===== src/hdl/clmd_pkg.sv =====
// Shared types, codes and constants of the Content-Length message deframer.
package clmd_pkg;

  localparam int LENGTH_BITS_DEF = 24;

  localparam logic [4:0] LEN_PREFIX_SIZE  = 5'd16;
  localparam logic [4:0] TYPE_PREFIX_SIZE = 5'd14;

  localparam logic [7:0] CHAR_CR    = 8'h0D;
  localparam logic [7:0] CHAR_LF    = 8'h0A;
  localparam logic [7:0] CHAR_TAB   = 8'h09;
  localparam logic [7:0] CHAR_SPACE = 8'h20;
  localparam logic [7:0] CHAR_PLUS  = 8'h2B;
  localparam logic [7:0] CHAR_MINUS = 8'h2D;
  localparam logic [7:0] CHAR_ZERO  = 8'h30;
  localparam logic [7:0] CHAR_NINE  = 8'h39;

  typedef enum logic [2:0] {
    KIND_BODY        = 3'd0,
    KIND_EMPTY       = 3'd1,
    KIND_UNKNOWN     = 3'd2,
    KIND_MISSING_LEN = 3'd3,
    KIND_END_HEADER  = 3'd4,
    KIND_END_BODY    = 3'd5,
    KIND_OVERFLOW    = 3'd6
  } kind_t;

  typedef enum logic {
    PH_HEADER = 1'b0,
    PH_BODY   = 1'b1
  } phase_t;

  typedef enum logic [1:0] {
    NUM_SKIP   = 2'd0,
    NUM_DIGITS = 2'd1,
    NUM_STOP   = 2'd2
  } num_phase_t;

  typedef struct packed {
    logic [7:0] data_byte;
    logic       end_of_input;
  } in_item_t;

  typedef struct packed {
    kind_t      kind;
    logic [7:0] body_byte;
    logic       last;
  } out_item_t;

  typedef struct packed {
    logic      valid;
    out_item_t item;
  } step_res_t;

  // "Content-Length: "
  function automatic logic [7:0] len_prefix_char(input logic [3:0] idx);
    logic [7:0] ch;
    case (idx)
      4'd0:  ch = 8'h43; // C
      4'd1:  ch = 8'h6F; // o
      4'd2:  ch = 8'h6E; // n
      4'd3:  ch = 8'h74; // t
      4'd4:  ch = 8'h65; // e
      4'd5:  ch = 8'h6E; // n
      4'd6:  ch = 8'h74; // t
      4'd7:  ch = 8'h2D; // -
      4'd8:  ch = 8'h4C; // L
      4'd9:  ch = 8'h65; // e
      4'd10: ch = 8'h6E; // n
      4'd11: ch = 8'h67; // g
      4'd12: ch = 8'h74; // t
      4'd13: ch = 8'h68; // h
      4'd14: ch = 8'h3A; // :
      default: ch = 8'h20;
    endcase
    return ch;
  endfunction

  // "Content-Type: "
  function automatic logic [7:0] type_prefix_char(input logic [3:0] idx);
    logic [7:0] ch;
    case (idx)
      4'd0:  ch = 8'h43; // C
      4'd1:  ch = 8'h6F; // o
      4'd2:  ch = 8'h6E; // n
      4'd3:  ch = 8'h74; // t
      4'd4:  ch = 8'h65; // e
      4'd5:  ch = 8'h6E; // n
      4'd6:  ch = 8'h74; // t
      4'd7:  ch = 8'h2D; // -
      4'd8:  ch = 8'h54; // T
      4'd9:  ch = 8'h79; // y
      4'd10: ch = 8'h70; // p
      4'd11: ch = 8'h65; // e
      4'd12: ch = 8'h3A; // :
      4'd13: ch = 8'h20; // space
      default: ch = 8'h00;
    endcase
    return ch;
  endfunction

endpackage


===== src/hdl/content_length_message_deframer.sv =====
// Top level of the Content-Length message deframer: input stage, parser, result register.
//
//   channel  dir  handshake           payload
//   in_      in   in_valid/in_stall   in_data  (data_byte, end_of_input)
//   out_     out  out_valid/out_stall out_data (kind, body_byte, last)
//
// One byte per clock sustained while results are taken. A taken byte waits in the input stage
// register until the parser steps it; any result it yields is loaded into the output register.
// The parser updates its framing state in the same cycle that it loads the result.
// The input stage keeps taking bytes while a result waits, until both registers hold.
// Reset clears the valid flags and returns the parser to a fresh header.
module content_length_message_deframer #(
  parameter int LENGTH_BITS = clmd_pkg::LENGTH_BITS_DEF
) (
  input  logic                clk,
  input  logic                rst_n,
  input  logic                in_valid,
  output logic                in_stall,
  input  clmd_pkg::in_item_t  in_data,
  output logic                out_valid,
  input  logic                out_stall,
  output clmd_pkg::out_item_t out_data
);
  import clmd_pkg::*;

  logic      s1_valid_r, s1_valid_nxt;
  in_item_t  s1_item_r;
  logic      out_valid_r, out_valid_nxt;
  out_item_t out_data_r;
  logic      out_load, step;
  step_res_t res;

  assign out_load = !out_valid_r || !out_stall;
  assign step     = s1_valid_r && out_load;
  assign in_stall = s1_valid_r && !out_load;

  assign s1_valid_nxt  = in_stall ? s1_valid_r : in_valid;
  assign out_valid_nxt = out_load ? (step && res.valid) : out_valid_r;

  clmd_hdr #(
    .LENGTH_BITS(LENGTH_BITS)
  ) u_hdr (
    .clk  (clk),
    .rst_n(rst_n),
    .step (step),
    .item (s1_item_r),
    .res  (res)
  );

  always_ff @(posedge clk) begin
    if (!rst_n) begin
      s1_valid_r  <= 1'b0;
      out_valid_r <= 1'b0;
    end else begin
      s1_valid_r  <= s1_valid_nxt;
      out_valid_r <= out_valid_nxt;
    end
  end

  always_ff @(posedge clk) begin
    if (in_valid && !in_stall) begin
      s1_item_r <= in_data;
    end
    if (step && res.valid && out_load) begin
      out_data_r <= res.item;
    end
  end

  assign out_valid = out_valid_r;
  assign out_data  = out_data_r;

  // a held input byte stays put while the result register is blocked
  a_s1_hold: assert property (@(posedge clk) disable iff (!rst_n)
    (s1_valid_r && !out_load) |=> (s1_valid_r && $stable(s1_item_r)))
    else $error("input stage lost or changed a held transaction");

  a_nonbody_last: assert property (@(posedge clk) disable iff (!rst_n)
    (out_valid_r && (out_data_r.kind != KIND_BODY)) |-> out_data_r.last)
    else $error("non-body result without last");

  a_nonbody_zero: assert property (@(posedge clk) disable iff (!rst_n)
    (out_valid_r && (out_data_r.kind != KIND_BODY)) |-> (out_data_r.body_byte == 8'h00))
    else $error("non-body result carries a data byte");

  a_no_step_no_result: assert property (@(posedge clk) disable iff (!rst_n)
    (!s1_valid_r && out_load) |=> !out_valid_r)
    else $error("result produced without an input transaction");

endmodule


===== src/hdl/clmd_hdr.sv =====
// Header parser and body counter: all framing state, one byte per step.
module clmd_hdr #(
  parameter int LENGTH_BITS = clmd_pkg::LENGTH_BITS_DEF
) (
  input  logic                clk,
  input  logic                rst_n,
  input  logic                step,
  input  clmd_pkg::in_item_t  item,
  output clmd_pkg::step_res_t res
);
  import clmd_pkg::*;

  localparam int VW = LENGTH_BITS + 1;
  localparam logic [VW-1:0] CAP = {1'b1, {LENGTH_BITS{1'b0}}};

  phase_t                 phase_r, phase_nxt;
  logic                   cr_armed_r, cr_armed_nxt;
  logic [4:0]             line_pos_r, line_pos_nxt;
  logic                   len_match_r, len_match_nxt;
  logic                   type_match_r, type_match_nxt;
  num_phase_t             num_phase_r, num_phase_nxt;
  logic                   num_neg_r, num_neg_nxt;
  logic [VW-1:0]          num_val_r, num_val_nxt;
  logic                   len_known_r, len_known_nxt;
  logic [VW-1:0]          body_len_r, body_len_nxt;
  logic [LENGTH_BITS-1:0] remaining_r, remaining_nxt;

  logic [7:0]    c;
  logic          is_digit, is_blank, acc, do_clear, do_fresh, last_byte;
  logic [3:0]    digit_val;
  logic [VW+3:0] prod;

  assign c         = item.data_byte;
  assign is_digit  = (c >= CHAR_ZERO) && (c <= CHAR_NINE);
  assign is_blank  = (c == CHAR_SPACE) || ((c >= CHAR_TAB) && (c <= CHAR_CR));
  assign digit_val = 4'(c - CHAR_ZERO);
  // value * 10 + digit, with room for the saturated magnitude
  assign prod = ({4'b0, num_val_r} << 3) + ({4'b0, num_val_r} << 1)
              + {{VW{1'b0}}, digit_val};
  assign last_byte = (remaining_r <= LENGTH_BITS'(1));

  always_ff @(posedge clk) begin
    if (!rst_n) begin
      phase_r      <= PH_HEADER;
      cr_armed_r   <= 1'b0;
      line_pos_r   <= '0;
      len_match_r  <= 1'b1;
      type_match_r <= 1'b1;
      num_phase_r  <= NUM_SKIP;
      num_neg_r    <= 1'b0;
      num_val_r    <= '0;
      len_known_r  <= 1'b0;
      body_len_r   <= '0;
      remaining_r  <= '0;
    end else begin
      phase_r      <= phase_nxt;
      cr_armed_r   <= cr_armed_nxt;
      line_pos_r   <= line_pos_nxt;
      len_match_r  <= len_match_nxt;
      type_match_r <= type_match_nxt;
      num_phase_r  <= num_phase_nxt;
      num_neg_r    <= num_neg_nxt;
      num_val_r    <= num_val_nxt;
      len_known_r  <= len_known_nxt;
      body_len_r   <= body_len_nxt;
      remaining_r  <= remaining_nxt;
    end
  end

  always_comb begin
    phase_nxt      = phase_r;
    cr_armed_nxt   = cr_armed_r;
    line_pos_nxt   = line_pos_r;
    len_match_nxt  = len_match_r;
    type_match_nxt = type_match_r;
    num_phase_nxt  = num_phase_r;
    num_neg_nxt    = num_neg_r;
    num_val_nxt    = num_val_r;
    len_known_nxt  = len_known_r;
    body_len_nxt   = body_len_r;
    remaining_nxt  = remaining_r;
    res            = '0;
    acc            = 1'b0;
    do_clear       = 1'b0;
    do_fresh       = 1'b0;

    if (step) begin
      if (item.end_of_input) begin
        res.valid     = 1'b1;
        res.item.kind = (phase_r == PH_BODY) ? KIND_END_BODY : KIND_END_HEADER;
        res.item.last = 1'b1;
        do_fresh      = 1'b1;
      end else if (phase_r == PH_BODY) begin
        res.valid          = 1'b1;
        res.item.kind      = KIND_BODY;
        res.item.body_byte = c;
        res.item.last      = last_byte;
        if (last_byte) begin
          do_fresh = 1'b1;
        end else begin
          remaining_nxt = remaining_r - LENGTH_BITS'(1);
        end
      end else if (!cr_armed_r && (c == CHAR_CR)) begin
        cr_armed_nxt = 1'b1;
      end else if (cr_armed_r && (c == CHAR_LF)) begin
        // line end
        if (line_pos_r == 5'd0) begin
          res.item.last = 1'b1;
          if (!len_known_r) begin
            res.valid     = 1'b1;
            res.item.kind = KIND_MISSING_LEN;
            do_fresh      = 1'b1;
          end else if (body_len_r >= CAP) begin
            res.valid     = 1'b1;
            res.item.kind = KIND_OVERFLOW;
            do_fresh      = 1'b1;
          end else if (body_len_r == '0) begin
            res.valid     = 1'b1;
            res.item.kind = KIND_EMPTY;
            do_fresh      = 1'b1;
          end else begin
            res.item.last = 1'b0;
            remaining_nxt = body_len_r[LENGTH_BITS-1:0];
            phase_nxt     = PH_BODY;
            do_clear      = 1'b1;
          end
        end else if (len_match_r && (line_pos_r >= LEN_PREFIX_SIZE)) begin
          if (num_neg_r) begin
            // minus one means no length; other negatives become zero
            len_known_nxt = (num_val_r != VW'(1));
            body_len_nxt  = '0;
          end else begin
            len_known_nxt = 1'b1;
            body_len_nxt  = num_val_r;
          end
          do_clear = 1'b1;
        end else if (type_match_r && (line_pos_r >= TYPE_PREFIX_SIZE)) begin
          do_clear = 1'b1;
        end else begin
          res.valid     = 1'b1;
          res.item.kind = KIND_UNKNOWN;
          res.item.last = 1'b1;
          do_fresh      = 1'b1;
        end
      end else if (line_pos_r < LEN_PREFIX_SIZE) begin
        if (c != len_prefix_char(line_pos_r[3:0])) begin
          len_match_nxt = 1'b0;
        end
        if ((line_pos_r < TYPE_PREFIX_SIZE) && (c != type_prefix_char(line_pos_r[3:0]))) begin
          type_match_nxt = 1'b0;
        end
        line_pos_nxt = line_pos_r + 5'd1;
      end else if (len_match_r) begin
        case (num_phase_r)
          NUM_SKIP: begin
            if (is_blank) begin
              num_phase_nxt = NUM_SKIP;
            end else if (c == CHAR_PLUS) begin
              num_phase_nxt = NUM_DIGITS;
            end else if (c == CHAR_MINUS) begin
              num_phase_nxt = NUM_DIGITS;
              num_neg_nxt   = 1'b1;
            end else if (is_digit) begin
              num_phase_nxt = NUM_DIGITS;
              acc           = 1'b1;
            end else begin
              num_phase_nxt = NUM_STOP;
            end
          end
          NUM_DIGITS: begin
            if (is_digit) begin
              acc = 1'b1;
            end else begin
              num_phase_nxt = NUM_STOP;
            end
          end
          default: begin
            num_phase_nxt = num_phase_r;
          end
        endcase
        if (acc) begin
          num_val_nxt = (prod > {4'b0, CAP}) ? CAP : prod[VW-1:0];
        end
      end
    end

    if (do_clear || do_fresh) begin
      cr_armed_nxt   = 1'b0;
      line_pos_nxt   = '0;
      len_match_nxt  = 1'b1;
      type_match_nxt = 1'b1;
      num_phase_nxt  = NUM_SKIP;
      num_neg_nxt    = 1'b0;
      num_val_nxt    = '0;
    end
    if (do_fresh) begin
      phase_nxt     = PH_HEADER;
      len_known_nxt = 1'b0;
      body_len_nxt  = '0;
      remaining_nxt = '0;
    end
  end

endmodule

===== config.mk =====
export PLATFORM = sky130hd
export DESIGN_NAME = content_length_message_deframer
export DESIGN_NICKNAME = d
export VERILOG_FILES = /design/src/hdl/clmd_pkg.sv /design/src/hdl/content_length_message_deframer.sv /design/src/hdl/clmd_hdr.sv
export SDC_FILE = /design/constraint.sdc
export NUM_CORES = 1
export LEC_CHECK = 0
export ABC_CLOCK_PERIOD_IN_PS = 4700
export BUFFER_PORTS_ARGS = -buffer_cell sky130_fd_sc_hd__buf_4
export CORE_MARGIN = 2
export CORE_UTILIZATION = 40
export CTS_BUF_LIST = sky130_fd_sc_hd__clkbuf_8
export CTS_CLUSTER_SIZE = 14
export DETAILED_ROUTE_END_ITERATION = 8
export HOLD_SLACK_MARGIN = 0.06
export PLACE_DENSITY = 0.6
export REMOVE_ABC_BUFFERS = 1
export SYNTH_ARGS = -nofsm -noshare
export SYNTH_HDL_FRONTEND = slang
export SYNTH_HIERARCHICAL = 1
export SYNTH_SLANG_ARGS = --single-unit

===== constraint.sdc =====
create_clock -name clk -period 4.7 [get_ports clk]
set_input_delay 1.41 -clock clk [delete_from_list [all_inputs] [get_ports clk]]
set_output_delay 1.41 -clock clk [all_outputs]
set_load 0.03 [all_outputs]

==> results.txt <==
Worst hold slack: 0.467 ns
Antenna cells: 0
FF-to-FF Start: s1_item_r[4]$_DFFE_PP_
Nets: 1001
Yosys warns: 6
First-pass GRT wire length: 31500 um
Placed cell count: 1144
Seq/Total Area, Yosys: 35.3%
Die area: 20100 um^2
H-tree Lvls: 4
Root Buffer: clkbuf_8
Capture point of the critical path: u_hdr/num_val_r[17]$_SDFFE_PP0P_
Largest family of logic cells by synthesized area: simple AND/OR/NAND/NOR gates
Crit. Startpoint: s1_item_r[4]$_DFFE_PP_
Max Freq: 232 MHz
Overall global routing resource usage: 19.3%
PostCTS Resize Cnt: 0
I/O pins: 27
DRT Pass-1 Iters: 7
Share of layout cells above drive strength 1: 9.99%
Slew margin rel.: 43.2%
CTS tree: done
Design Area, Final: 8380 um^2
Core area: 18600 um^2
Synth Area in XOR/XNOR: 4.62%
Max Slew Vio Count: 0
Count of clock tree sinks: 123
Main flop type after synthesis: dfxtp_1
Adder-Cell Fraction of Synth Area: 9.94%
Worst slew pin tran: 0.850 ns
Cell Area, Placed: 8020 um^2
Post-DRT Antenna Nets: 0
Peak supply drop: 0.000158 V
Synth Area in Compound Gates: 20.5%
Largest fanout on the critical path: 23
Most common cell after layout, fill and taps aside: dfxtp_1
CP startpoint kind: register
Async SR Flop Fraction: 0%
WL/cell: 16.0 um
Setup bufs post-CTS: 0
Worst EP required: 5.05 ns
Status: complete, no violations
FF+latch count, synth: 123
Post-route clock period utilization: 91.8%
R2R Path End: u_hdr/num_val_r[17]$_SDFFE_PP0P_
Worst Setup End Kind: register
Mapped Cells: 916
Area grow syn2layout: 10.6%
Worst-Skew Late Latency: 0.44 ns
Gpl congestion: 0.879
Clock-pin slew on the worst setup and hold paths: 0.07 ns
Final std cells w/o fill: 1175
IO buf count: 26
Hold-fix buffers, CTS: 0
Post-DP HPWL: 14100 um
Setup TNS: 0 ns
Fill cells: 1875
EDFF count, synth: 21
Largest net degree at the start of global routing: 53
Number of global-route vias before repair: 6209
Setup violations, final: 0
Vias per std cell: 5.66
Num CTS Buffers: 17
Total power: 2.06 mW
Mux share of post-synthesis cell area: 1.50%
Hold Fails Final Rpt: 0
Die Wd: 142 um
Final core occ: 45.0%
Pre-CTS setup slack: 0.369 ns
Iteration-0 DRC Markers: 366
Drt drc: 0
Max-Cap Viols: 0
Global route overflow: 0
Post-synthesis simple-gate area fraction: 24.7%
Critical path class: register to register
Leak: 3.33 nW
Total routed wirelength: 18800 um
Post-synthesis cell type count: 72
Reg2Reg Setup Slack: 0.38 ns
Post-Syn Area: 7580 um^2
Clk_skew: 0.0118 ns
CP Data Arrival Time: 4.67 ns
Avg Synthesized Cell Area: 8.28 um^2
Vias: 6652
Clock Tree Buf Depth: 2
Final WS setup: 0.385 ns
Tmin final: 4.32 ns
Min-Delay Path Class: register to register
Unrepaired setup endpoints after global routing: false
Worst Reg-to-Reg Cells: 14
Starting Density: 40.7%
Row cnt: 50
Die Y: 142 um
Antenna violations before repair: 0
Pwr Density: 246 nW/um^2
Most frequent cells in the layout: dfxtp_1, nor2_1, a21oi_1
==> how the worst min path moves through the flow <==
stage                                         endpoint                               start  slack (ns)  cells past startpoint
floorplan               u_hdr/len_match_r$_SDFFE_PP1P_      u_hdr/len_match_r$_SDFFE_PP1P_        0.44                      2
global placement    u_hdr/remaining_r[23]$_SDFFE_PP0P_  u_hdr/remaining_r[23]$_SDFFE_PP0P_        0.46                      2
detailed placement      u_hdr/len_match_r$_SDFFE_PP1P_      u_hdr/len_match_r$_SDFFE_PP1P_        0.46                      2
CTS                     u_hdr/len_match_r$_SDFFE_PP1P_      u_hdr/len_match_r$_SDFFE_PP1P_        0.47                      2
global route            u_hdr/len_match_r$_SDFFE_PP1P_      u_hdr/len_match_r$_SDFFE_PP1P_        0.50                      2
finish                  u_hdr/len_match_r$_SDFFE_PP1P_      u_hdr/len_match_r$_SDFFE_PP1P_        0.47                      2
==> layout make-up <==
type                            count  area [um^2]  share of cell area (%)
Multi-Input combinational cell    726         4650                    55.5
Clock buffer                       18          248                    2.96
Timing Repair Buffer               46          345                    4.12
Sequential cell                   123         2670                    31.9
Tap cell                          234          293                    3.49
Clock inverter                     13          115                    1.37
Inverter                           15         56.3                   0.672
==> cell usage after synthesis, types with 11 or more instances <==
master,number,area [um^2]
and2_1,16,100
a211oi_1,11,82.6
a21oi_1,86,430
nand3_1,41,205
xor2_1,16,140
xnor2_1,24,210
nor3b_1,24,180
a21o_1,14,105
inv_1,15,56.3
nor2_1,87,327
nor4_1,18,113
o21ai_0,63,315
nand4_1,11,68.8
dfxtp_1,102,2040
ha_1,57,713
nand2_1,76,285
edfxtp_1,21,631
clkbuf_1,37,139
a22oi_1,12,90.1
nor3_1,36,180
==> metal layers <==
metal | vias up | wire, um | track usage (%)
li1 | 3392 | - | -
met1 | 3136 | 9450 | 27.4
met2 | 114 | 8490 | 30.5
met3 | 10 | 625 | 3.68
met4 | 0 | 191 | 4.42
met5 | - | 0 | 0
==> where the power goes <==
group / internal, mW / leakage (nW) / switching (mW)
Combinational: 0.0369 / 2.10 / 0.0593
Sequential: 1.08 / 1.02 / 0.00968
Clock: 0.469 / 0.204 / 0.407
Total: 1.59 / 3.33 / 0.476
==> cell families after synthesis <==
group                    count (synthesis)
buffers and inverters                   67
adder cells (fa/ha/maj)                 59
XOR/XNOR                                40
multiplexers                            11
AO/OA/AOI/OAI                          253
AND/OR/NAND/NOR                        363
flip-flops                             123
==> worst max-delay path: stages (launching register included) <==
cell and delay, ns:
edfxtp_1 0.51, inv_1 0.17, fa_1 0.57, inv_1 0.08
fa_1 0.48, a211oi_1 0.38, o21ai_0 0.29, a21oi_1 0.20
a21boi_0 0.15, a221oi_1 0.37, mux2i_1 0.23, o2111a_1 0.21
buf_4 0.26, nand3_1 0.12, o21ai_0 0.21
Power figures use the tool's default switching activity.
